File: src/rtl/bounded_retry_pacer_assert.svh
// assertion macros used by the pacer rtl
`ifndef BOUNDED_RETRY_PACER_ASSERT_SVH
`define BOUNDED_RETRY_PACER_ASSERT_SVH

// property must hold in the same cycle, outside reset
`define BRP_ASSERT_NOW(label, clk, rst, cond, msg) \
  label: assert property (@(posedge clk) disable iff (rst) (cond)) else $error(msg);

// when trig holds, cond must hold in the next cycle, outside reset
`define BRP_ASSERT_NEXT(label, clk, rst, trig, cond, msg) \
  label: assert property (@(posedge clk) disable iff (rst) (trig) |=> (cond)) \
    else $error(msg);

`endif

File: src/rtl/brp_pkg.sv
// types and constants of the retry pacer
`default_nettype none

package brp_pkg;

  // width of time stamps in ticks
  localparam int TIME_BITS = 48;
  localparam int TRIES_BITS = 8;
  localparam int DELAY_BITS = 32;
  localparam int CFG_DATA_BITS = 32;
  localparam int CFG_INDEX_BITS = 1;

  // event kinds
  typedef enum logic [1:0] {
    CMD_REQUEST   = 2'd0,
    CMD_POLL      = 2'd1,
    CMD_SUCCEEDED = 2'd2,
    CMD_FAILED    = 2'd3
  } cmd_t;

  // poll answers
  typedef enum logic [1:0] {
    DEC_HOLD      = 2'd0,
    DEC_ATTEMPT   = 2'd1,
    DEC_EXHAUSTED = 2'd2,
    DEC_NONE      = 2'd3
  } decision_t;

  // configuration register indexes
  typedef enum logic [CFG_INDEX_BITS-1:0] {
    REG_MAX_TRIES = 1'd0,
    REG_BACKOFF   = 1'd1
  } cfg_reg_t;

  localparam logic [TRIES_BITS-1:0] MAX_TRIES_RESET = TRIES_BITS'(3);
  localparam logic [DELAY_BITS-1:0] BACKOFF_RESET = DELAY_BITS'(1000);

  typedef struct packed {
    cmd_t                 cmd;
    logic [TIME_BITS-1:0] now_time;
  } in_item_t;

  typedef struct packed {
    decision_t            decision;
    logic                 wake_valid;
    logic [TIME_BITS-1:0] wake_time;
    logic                 pending_flag;
    logic                 given_up_flag;
  } out_item_t;

endpackage

`default_nettype wire

File: src/rtl/bounded_retry_pacer.sv
// Retry pacer with attempt ceiling and fixed back-off between tries.
//
// Items arrive on the in channel (in_valid / in_stall / in_item): each is one
// event (request, poll, succeeded, failed) with a time stamp. Every item gives
// exactly one result item on the out channel (out_valid / out_stall /
// out_item): the poll decision, the next wake-up time and the flags.
// Configuration is a plain write port (cfg_we, cfg_index, cfg_data): index 0
// is the attempt ceiling, index 1 the retry delay in ticks.
// An item is captured in the input register, its result is computed in one
// pass and loaded into the result register. Throughput is one item per cycle
// while the receiver does not stall; the pass over the pacing state (one
// 48-bit compare, one saturating add) sets that figure. When the receiver
// stalls, the result register holds and the input register keeps one more
// item, after which in_stall rises. Reset clears both registers, the pacing
// state and returns the configuration to a ceiling of three tries and a
// delay of 1000 ticks.
`default_nettype none
`include "bounded_retry_pacer_assert.svh"

module bounded_retry_pacer
  import brp_pkg::*;
(
  input  wire                      clk,
  input  wire                      rst,
  input  wire                      cfg_we,
  input  wire [CFG_INDEX_BITS-1:0] cfg_index,
  input  wire [CFG_DATA_BITS-1:0]  cfg_data,
  input  wire                      in_valid,
  output logic                     in_stall,
  input  wire in_item_t            in_item,
  output logic                     out_valid,
  input  wire                      out_stall,
  output out_item_t                out_item
);

  localparam int SUM_BITS = ((TIME_BITS > DELAY_BITS) ? TIME_BITS : DELAY_BITS) + 1;
  localparam logic [TIME_BITS-1:0] TIME_MAX = {TIME_BITS{1'b1}};

  // configuration registers
  logic [TRIES_BITS-1:0] max_tries;
  logic [DELAY_BITS-1:0] backoff;

  // pacing state
  logic                 pending;
  logic                 given_up;
  logic [TRIES_BITS-1:0] tries_used;
  logic [TIME_BITS-1:0] next_due_time;

  logic                 pending_next;
  logic                 given_up_next;
  logic [TRIES_BITS-1:0] tries_used_next;
  logic [TIME_BITS-1:0] next_due_time_next;

  // input register
  logic     item_q_valid;
  in_item_t item_q;

  logic                 advance;
  logic [SUM_BITS-1:0]  later_sum;
  logic [TIME_BITS-1:0] later_time;
  out_item_t            result_next;

  // configuration writes
  always_ff @(posedge clk) begin
    if (rst) begin
      max_tries <= MAX_TRIES_RESET;
      backoff   <= BACKOFF_RESET;
    end else if (cfg_we) begin
      case (cfg_reg_t'(cfg_index))
        REG_MAX_TRIES: max_tries <= cfg_data[TRIES_BITS-1:0];
        REG_BACKOFF:   backoff <= cfg_data[DELAY_BITS-1:0];
        default: ;
      endcase
    end
  end

  // the held item moves on when the result register is free or being emptied
  assign advance  = item_q_valid && (!out_valid || !out_stall);
  assign in_stall = item_q_valid && !advance;

  // input register
  always_ff @(posedge clk) begin
    if (rst) begin
      item_q_valid <= 1'b0;
    end else if (!in_stall) begin
      item_q_valid <= in_valid;
    end
  end

  always_ff @(posedge clk) begin
    if (!in_stall && in_valid) begin
      item_q <= in_item;
    end
  end

  // saturating now plus delay
  always_comb begin
    later_sum = SUM_BITS'(item_q.now_time) + SUM_BITS'(backoff);
    if (later_sum > SUM_BITS'(TIME_MAX)) begin
      later_time = TIME_MAX;
    end else begin
      later_time = later_sum[TIME_BITS-1:0];
    end
  end

  // one event against the pacing state
  always_comb begin
    pending_next       = pending;
    given_up_next      = given_up;
    tries_used_next    = tries_used;
    next_due_time_next = next_due_time;
    result_next        = '0;
    result_next.decision = DEC_NONE;
    case (item_q.cmd)
      CMD_REQUEST: begin
        if (!given_up && !pending) begin
          pending_next       = 1'b1;
          next_due_time_next = item_q.now_time;
        end
      end
      CMD_POLL: begin
        if (!pending) begin
          result_next.decision = DEC_HOLD;
        end else if (tries_used >= max_tries) begin
          pending_next         = 1'b0;
          given_up_next        = 1'b1;
          result_next.decision = DEC_EXHAUSTED;
        end else if (item_q.now_time < next_due_time) begin
          result_next.decision = DEC_HOLD;
        end else begin
          tries_used_next      = tries_used + TRIES_BITS'(1);
          next_due_time_next   = later_time;
          result_next.decision = DEC_ATTEMPT;
        end
      end
      CMD_SUCCEEDED: begin
        pending_next    = 1'b0;
        tries_used_next = '0;
      end
      default: begin
        next_due_time_next = later_time;
      end
    endcase
    // wake-up time from the state this event leaves
    if (pending_next) begin
      result_next.wake_time = (tries_used_next >= max_tries) ? item_q.now_time
                                                             : next_due_time_next;
    end
    result_next.wake_valid    = pending_next;
    result_next.pending_flag  = pending_next;
    result_next.given_up_flag = given_up_next;
  end

  // pacing state update
  always_ff @(posedge clk) begin
    if (rst) begin
      pending       <= 1'b0;
      given_up      <= 1'b0;
      tries_used    <= '0;
      next_due_time <= '0;
    end else if (advance) begin
      pending       <= pending_next;
      given_up      <= given_up_next;
      tries_used    <= tries_used_next;
      next_due_time <= next_due_time_next;
    end
  end

  // result register
  always_ff @(posedge clk) begin
    if (rst) begin
      out_valid <= 1'b0;
    end else if (advance) begin
      out_valid <= 1'b1;
    end else if (!out_stall) begin
      out_valid <= 1'b0;
    end
  end

  always_ff @(posedge clk) begin
    if (advance) begin
      out_item <= result_next;
    end
  end

  // checks
  `BRP_ASSERT_NOW(a_flags_exclusive, clk, rst, !(pending && given_up), "pending while given up")
  `BRP_ASSERT_NEXT(a_given_up_sticky, clk, rst, given_up, given_up, "given_up cleared")
  `BRP_ASSERT_NOW(a_wake_follows_pending, clk, rst,
    !out_valid || (out_item.wake_valid == out_item.pending_flag), "wake_valid mismatch")
  `BRP_ASSERT_NOW(a_attempt_keeps_pending, clk, rst,
    !out_valid || (out_item.decision != DEC_ATTEMPT) || out_item.pending_flag,
    "attempt without pending")

endmodule

`default_nettype wire

File: config.mk
export PLATFORM = sky130hd
export DESIGN_NAME = bounded_retry_pacer
export DESIGN_NICKNAME = d
export VERILOG_FILES = /design/src/rtl/brp_pkg.sv /design/src/rtl/bounded_retry_pacer.sv
export VERILOG_INCLUDE_DIRS = /design/src /design/src/rtl
export SDC_FILE = /design/constraint.sdc
export NUM_CORES = 1
export LEC_CHECK = 0
export BUFFER_PORTS_ARGS = -buffer_cell sky130_fd_sc_hd__buf_2
export CAP_MARGIN = 10
export CORE_ASPECT_RATIO = 0.7
export CORE_MARGIN = 2
export CORE_UTILIZATION = 40
export CTS_CLUSTER_DIAMETER = 40
export DETAILED_ROUTE_END_ITERATION = 8
export GPL_ROUTABILITY_DRIVEN = 0
export GPL_TIMING_DRIVEN = 0
export PLACE_DENSITY = 0.68
export SYNTH_ARGS = -nofsm -noshare
export SYNTH_HDL_FRONTEND = slang
export SYNTH_SLANG_ARGS = --single-unit
File: constraint.sdc
create_clock -name clk -period 11.95 [get_ports clk]
set_input_delay 1.7925 -clock clk [delete_from_list [all_inputs] [get_ports clk]]
set_output_delay 1.7925 -clock clk [all_outputs]
set_load 0.1 [all_outputs]
==> run summary <==
The count of endpoints failing hold in the final timing report came out at 0. The horizontal extent of the die came out at 219 um. The insertion delay of the later-clocked pin in the worst-skew pair came out at 0.58 ns. The synthesized area divided by synthesized cell count is 8.66 um2.

The sort of element at the start of the critical path is a flop. The relative slew slack came out at 16.7%. The worst setup path is captured at a flop. The post-detailed-route DRC marker count is 0. The port buffer count is 141. The final antenna-violating net count is 0. Post-CTS timing repair inserted 0 buffers for setup. The final setup violation count came out at 0. The first TritonRoute pass finished after 7 iterations.

The final-layout setup total negative slack came out at 0 ns. Setup repair after global routing left no endpoint under its margin. The filler cells instantiated in the layout total 3118. The die area came out at 0.0339 mm2.

The share of the clock period used by the worst path after layout is 64.7%. The detailed placer's ending HPWL came out at 37700 um. The required time of the critical path is 12.27 ns. The slowest stage of the critical path is the sky130_fd_sc_hd__clkbuf_1 cell.

The first global-routing pass estimated 74300 um of wire. The number of design-rule violations left by the first detailed-router iteration is 2314. The number of enable flip-flop cells after synthesis is 102.

The maximum clock frequency came out at 0.129 GHz. The worst hold path belongs to the class flop to flop. The worst hold slack across all endpoints came out at 0.455 ns. The wire length reported by the detailed router is 50200 um.

The average routed wire per standard cell came out at 23.6 um. The net count after synthesis came out at 1688. The final count of pins violating max slew is 0.

The sum of buffers and inverters on the critical path came out at 4. The fraction of final layout cells sized beyond drive strength 1 came out at 14.5%. The arrival time reported for the critical path endpoint came out at 8.05 ns.

The leading cell type in the layout, fill and taps excluded is sky130_fd_sc_hd__nand2_1. After synthesis, the share of flip-flops with an asynchronous set or reset is 0%. Clock-pin slew was measured on the worst setup and hold paths at 0.06 ns. The placeable core region came out at 0.0321 mm2. Summed over all instances, the cell type with the most area after synthesis is sky130_fd_sc_hd__edfxtp_1. The clock tree skew after final layout came out at 0.0209 ns. Leaving out fill and tap cells, the most frequent cells in the layout are 186 x sky130_fd_sc_hd__nand2_1, 172 x sky130_fd_sc_hd__a21oi_1, 159 x sky130_fd_sc_hd__buf_2, 102 x sky130_fd_sc_hd__o21ai_0, 102 x sky130_fd_sc_hd__edfxtp_1. The highest net fanout along the worst path is 11. The kind of critical path is flop to flop.

Among all flip-flop cells after synthesis, the most frequent one is sky130_fd_sc_hd__edfxtp_1. Walking the worst path, the cells encountered are ha_1, a21o_1, a21o_1, a221oi_1, o21ai_1, nor4_1, buf_6, o21ai_4, clkbuf_1, nand2_1, a21oi_1, ha_1, nand2b_1, a21oi_1, nor2b_1, o21ai_0, a21oi_1, o41ai_1, clkbuf_1, clkbuf_1, nor2_1, a211oi_1. The number of flip-flops and latches in the synthesized netlist came out at 202.

TritonCTS built the clock tree. The clock sink count came out at 202. The buffer depth of the longest clock path is 3. Clock tree synthesis selected as its root buffer the cell sky130_fd_sc_hd__clkbuf_16. The worst-margin pin slew came out at 1.24 ns.

Ranked by total cell area, the synthesized netlist is headed by sky130_fd_sc_hd__edfxtp_1 24%, sky130_fd_sc_hd__dfxtp_1 15%, sky130_fd_sc_hd__ha_1 9.6%. In this run, distinct cell masters in the synthesized netlist total 82. The synthesized netlist occupies a cell area of 0.0130 mm2. Dividing the detail-routed via count by the number of cells gives 6.30.

Yosys printed 0 warnings. The final standard cell count with taps included and fillers excluded is 2126. The initial antenna violation count came out at 0. Summing over every cut layer, the via total after detailed routing is 13.4k.

The peak per-stage delay on the critical path is 0.83 ns. The run finished with clean final reports. The static leakage is 5.90 nW. Across every metal layer, demand over resource in global routing totals 28.9%.

Synthesis produced 1499 cells. The count of nets after finishing is 1863. The top-level I/O count is 143. The total of cells resized after clock tree synthesis came out at 0. The total global routing overflow came out at 0. The via count of the first global-routing pass came out at 12.5k.

After clock tree synthesis, the flow added hold-fix buffers numbering 0. The CTS H-tree depth is 1. The kind of cell with the highest combined delay along the critical path is compound AO/OA/AOI/OAI gates. The max-capacitance violation count is 0. The worst path needs 7.73 ns of the cycle, external delays included. The worst supply voltage drop on vdd is 0.0921 mV.

The area share of the leading cell type in the synthesized netlist came out at 23.6%. The height of the die is 155 um. Once the floorplan was initialized, standard cells occupied 40.4% of the core.

The power per standard cell area came out at 140 mW/mm2. The maximum number of pins on one net before global-route repair came out at 62. The number of instances in the placed design is 2068. The placed instance area came out at 0.0143 mm2. The TritonCTS buffer count came out at 31. The growth of design area from synthesis to finish is 18.0%. The number of placement rows came out at 55. After routing the design area is 0.0153 mm2. The sequential element share of the synthesized area came out at 39.0%.
-- worst paths after layout --
kind,start,to,slack (ns),depth (start not counted)
min,max_tries[7],max_tries[7],0.46,2
min reg2reg,max_tries[7],max_tries[7],0.46,2
max reg2reg,item_q[29],out_item[3],4.22,22
max,item_q[29],out_item[3],4.22,22
-- cell families (layout without fill, tap and decap cells) --
family | after synthesis | in the layout | share of synthesized area (%)
XOR/XNOR | 44 | 44 | 2.97
buffers and inverters | 171 | 370 | 5.26
AND/OR/NAND/NOR | 429 | 429 | 15.2
AO/OA/AOI/OAI | 552 | 552 | 27.8
other | 0 | 1 | 0
adder cells (fa/ha/maj) | 101 | 101 | 9.79
flip-flops | 202 | 202 | 39.0
-- report_power, final --
group | leakage, nW | internal (W) | total (W) | switching [W]
logic | 3.58 | 0.000121 | 0.000410 | 0.000289
clock network | 0.510 | 0.000557 | 0.000935 | 0.000378
registers | 1.81 | 0.000765 | 0.000799 | 0.0000337
total | 5.90 | 0.00144 | 0.00214 | 0.000701
-- registers in the layout (all words and copies together) (netlist names) --
register,count
out_item,52
item_q,50
next_due_time,48
backoff,32
max_tries,8
tries_used,8
given_up,1
item_q_valid,1
out_valid,1
pending,1
-- per-layer routing --
layer  global-route usage [%]  up-vias  wire (um)
li1                         -     5945          -
met1                     39.6     6232      20400
met2                     40.8      985      20100
met3                     10.8      229       7330
met4                     11.5        2       2380
met5                     1.16        -         32
-- layout make-up --
cell class / instances / area (um2) / share of cell area [%]
multi-input cells: 1126 / 7250 / 47.3
clock buffers: 34 / 787 / 5.13
diodes: 1 / 2.50 / 0.0163
flip-flops and latches: 202 / 5060 / 33.0
clock inverters: 23 / 277 / 1.80
plain buffers: 92 / 390 / 2.55
well taps: 427 / 534 / 3.49
inverters: 79 / 297 / 1.93
repair buffers: 142 / 726 / 4.73
-- worst reg2reg max path, stage by stage, from the launching register on --
cell and delay, ns:
sky130_fd_sc_hd__edfxtp_1 0.60, sky130_fd_sc_hd__ha_1 0.39, sky130_fd_sc_hd__a21o_1 0.18, sky130_fd_sc_hd__a21o_1 0.17, sky130_fd_sc_hd__a221oi_1 0.52, sky130_fd_sc_hd__o21ai_1 0.14, sky130_fd_sc_hd__nor4_1 0.66, sky130_fd_sc_hd__buf_6 0.28
sky130_fd_sc_hd__o21ai_4 0.14, sky130_fd_sc_hd__clkbuf_1 0.42, sky130_fd_sc_hd__nand2_1 0.28, sky130_fd_sc_hd__a21oi_1 0.11, sky130_fd_sc_hd__ha_1 0.27, sky130_fd_sc_hd__nand2b_1 0.14, sky130_fd_sc_hd__a21oi_1 0.14, sky130_fd_sc_hd__nor2b_1 0.06
sky130_fd_sc_hd__o21ai_0 0.16, sky130_fd_sc_hd__a21oi_1 0.12, sky130_fd_sc_hd__o41ai_1 0.77, sky130_fd_sc_hd__clkbuf_1 0.52, sky130_fd_sc_hd__clkbuf_1 0.83, sky130_fd_sc_hd__nor2_1 0.08, sky130_fd_sc_hd__a211oi_1 0.47
-- cells in the mapped netlist, types with 15 or more instances --
master,n
sky130_fd_sc_hd__nand3_1,30
sky130_fd_sc_hd__o21ai_1,15
sky130_fd_sc_hd__xor2_1,30
sky130_fd_sc_hd__o21ai_0,102
sky130_fd_sc_hd__a31oi_1,26
sky130_fd_sc_hd__nand4_1,26
sky130_fd_sc_hd__nor3_1,15
sky130_fd_sc_hd__a221oi_1,20
sky130_fd_sc_hd__a211oi_1,27
sky130_fd_sc_hd__a21oi_1,172
sky130_fd_sc_hd__a21o_1,21
sky130_fd_sc_hd__clkbuf_1,67
sky130_fd_sc_hd__inv_1,78
sky130_fd_sc_hd__dfxtp_1,100
sky130_fd_sc_hd__buf_2,18
sky130_fd_sc_hd__nor2_1,97
sky130_fd_sc_hd__nand2_1,186
sky130_fd_sc_hd__edfxtp_1,102
sky130_fd_sc_hd__ha_1,100
-- per-stage QoR --
step	total power, W	util, %	setup slack [ns]
global placement	0.00120	44.3	4.95
detailed placement	0.00120	44.4	4.87
global route	0.00222	47.7	4.10
CTS	0.00214	47.7	4.82
floorplan	0.00108	-	6.78
finish	0.00214	47.7	4.22
Power figures use the tool's default switching activity.
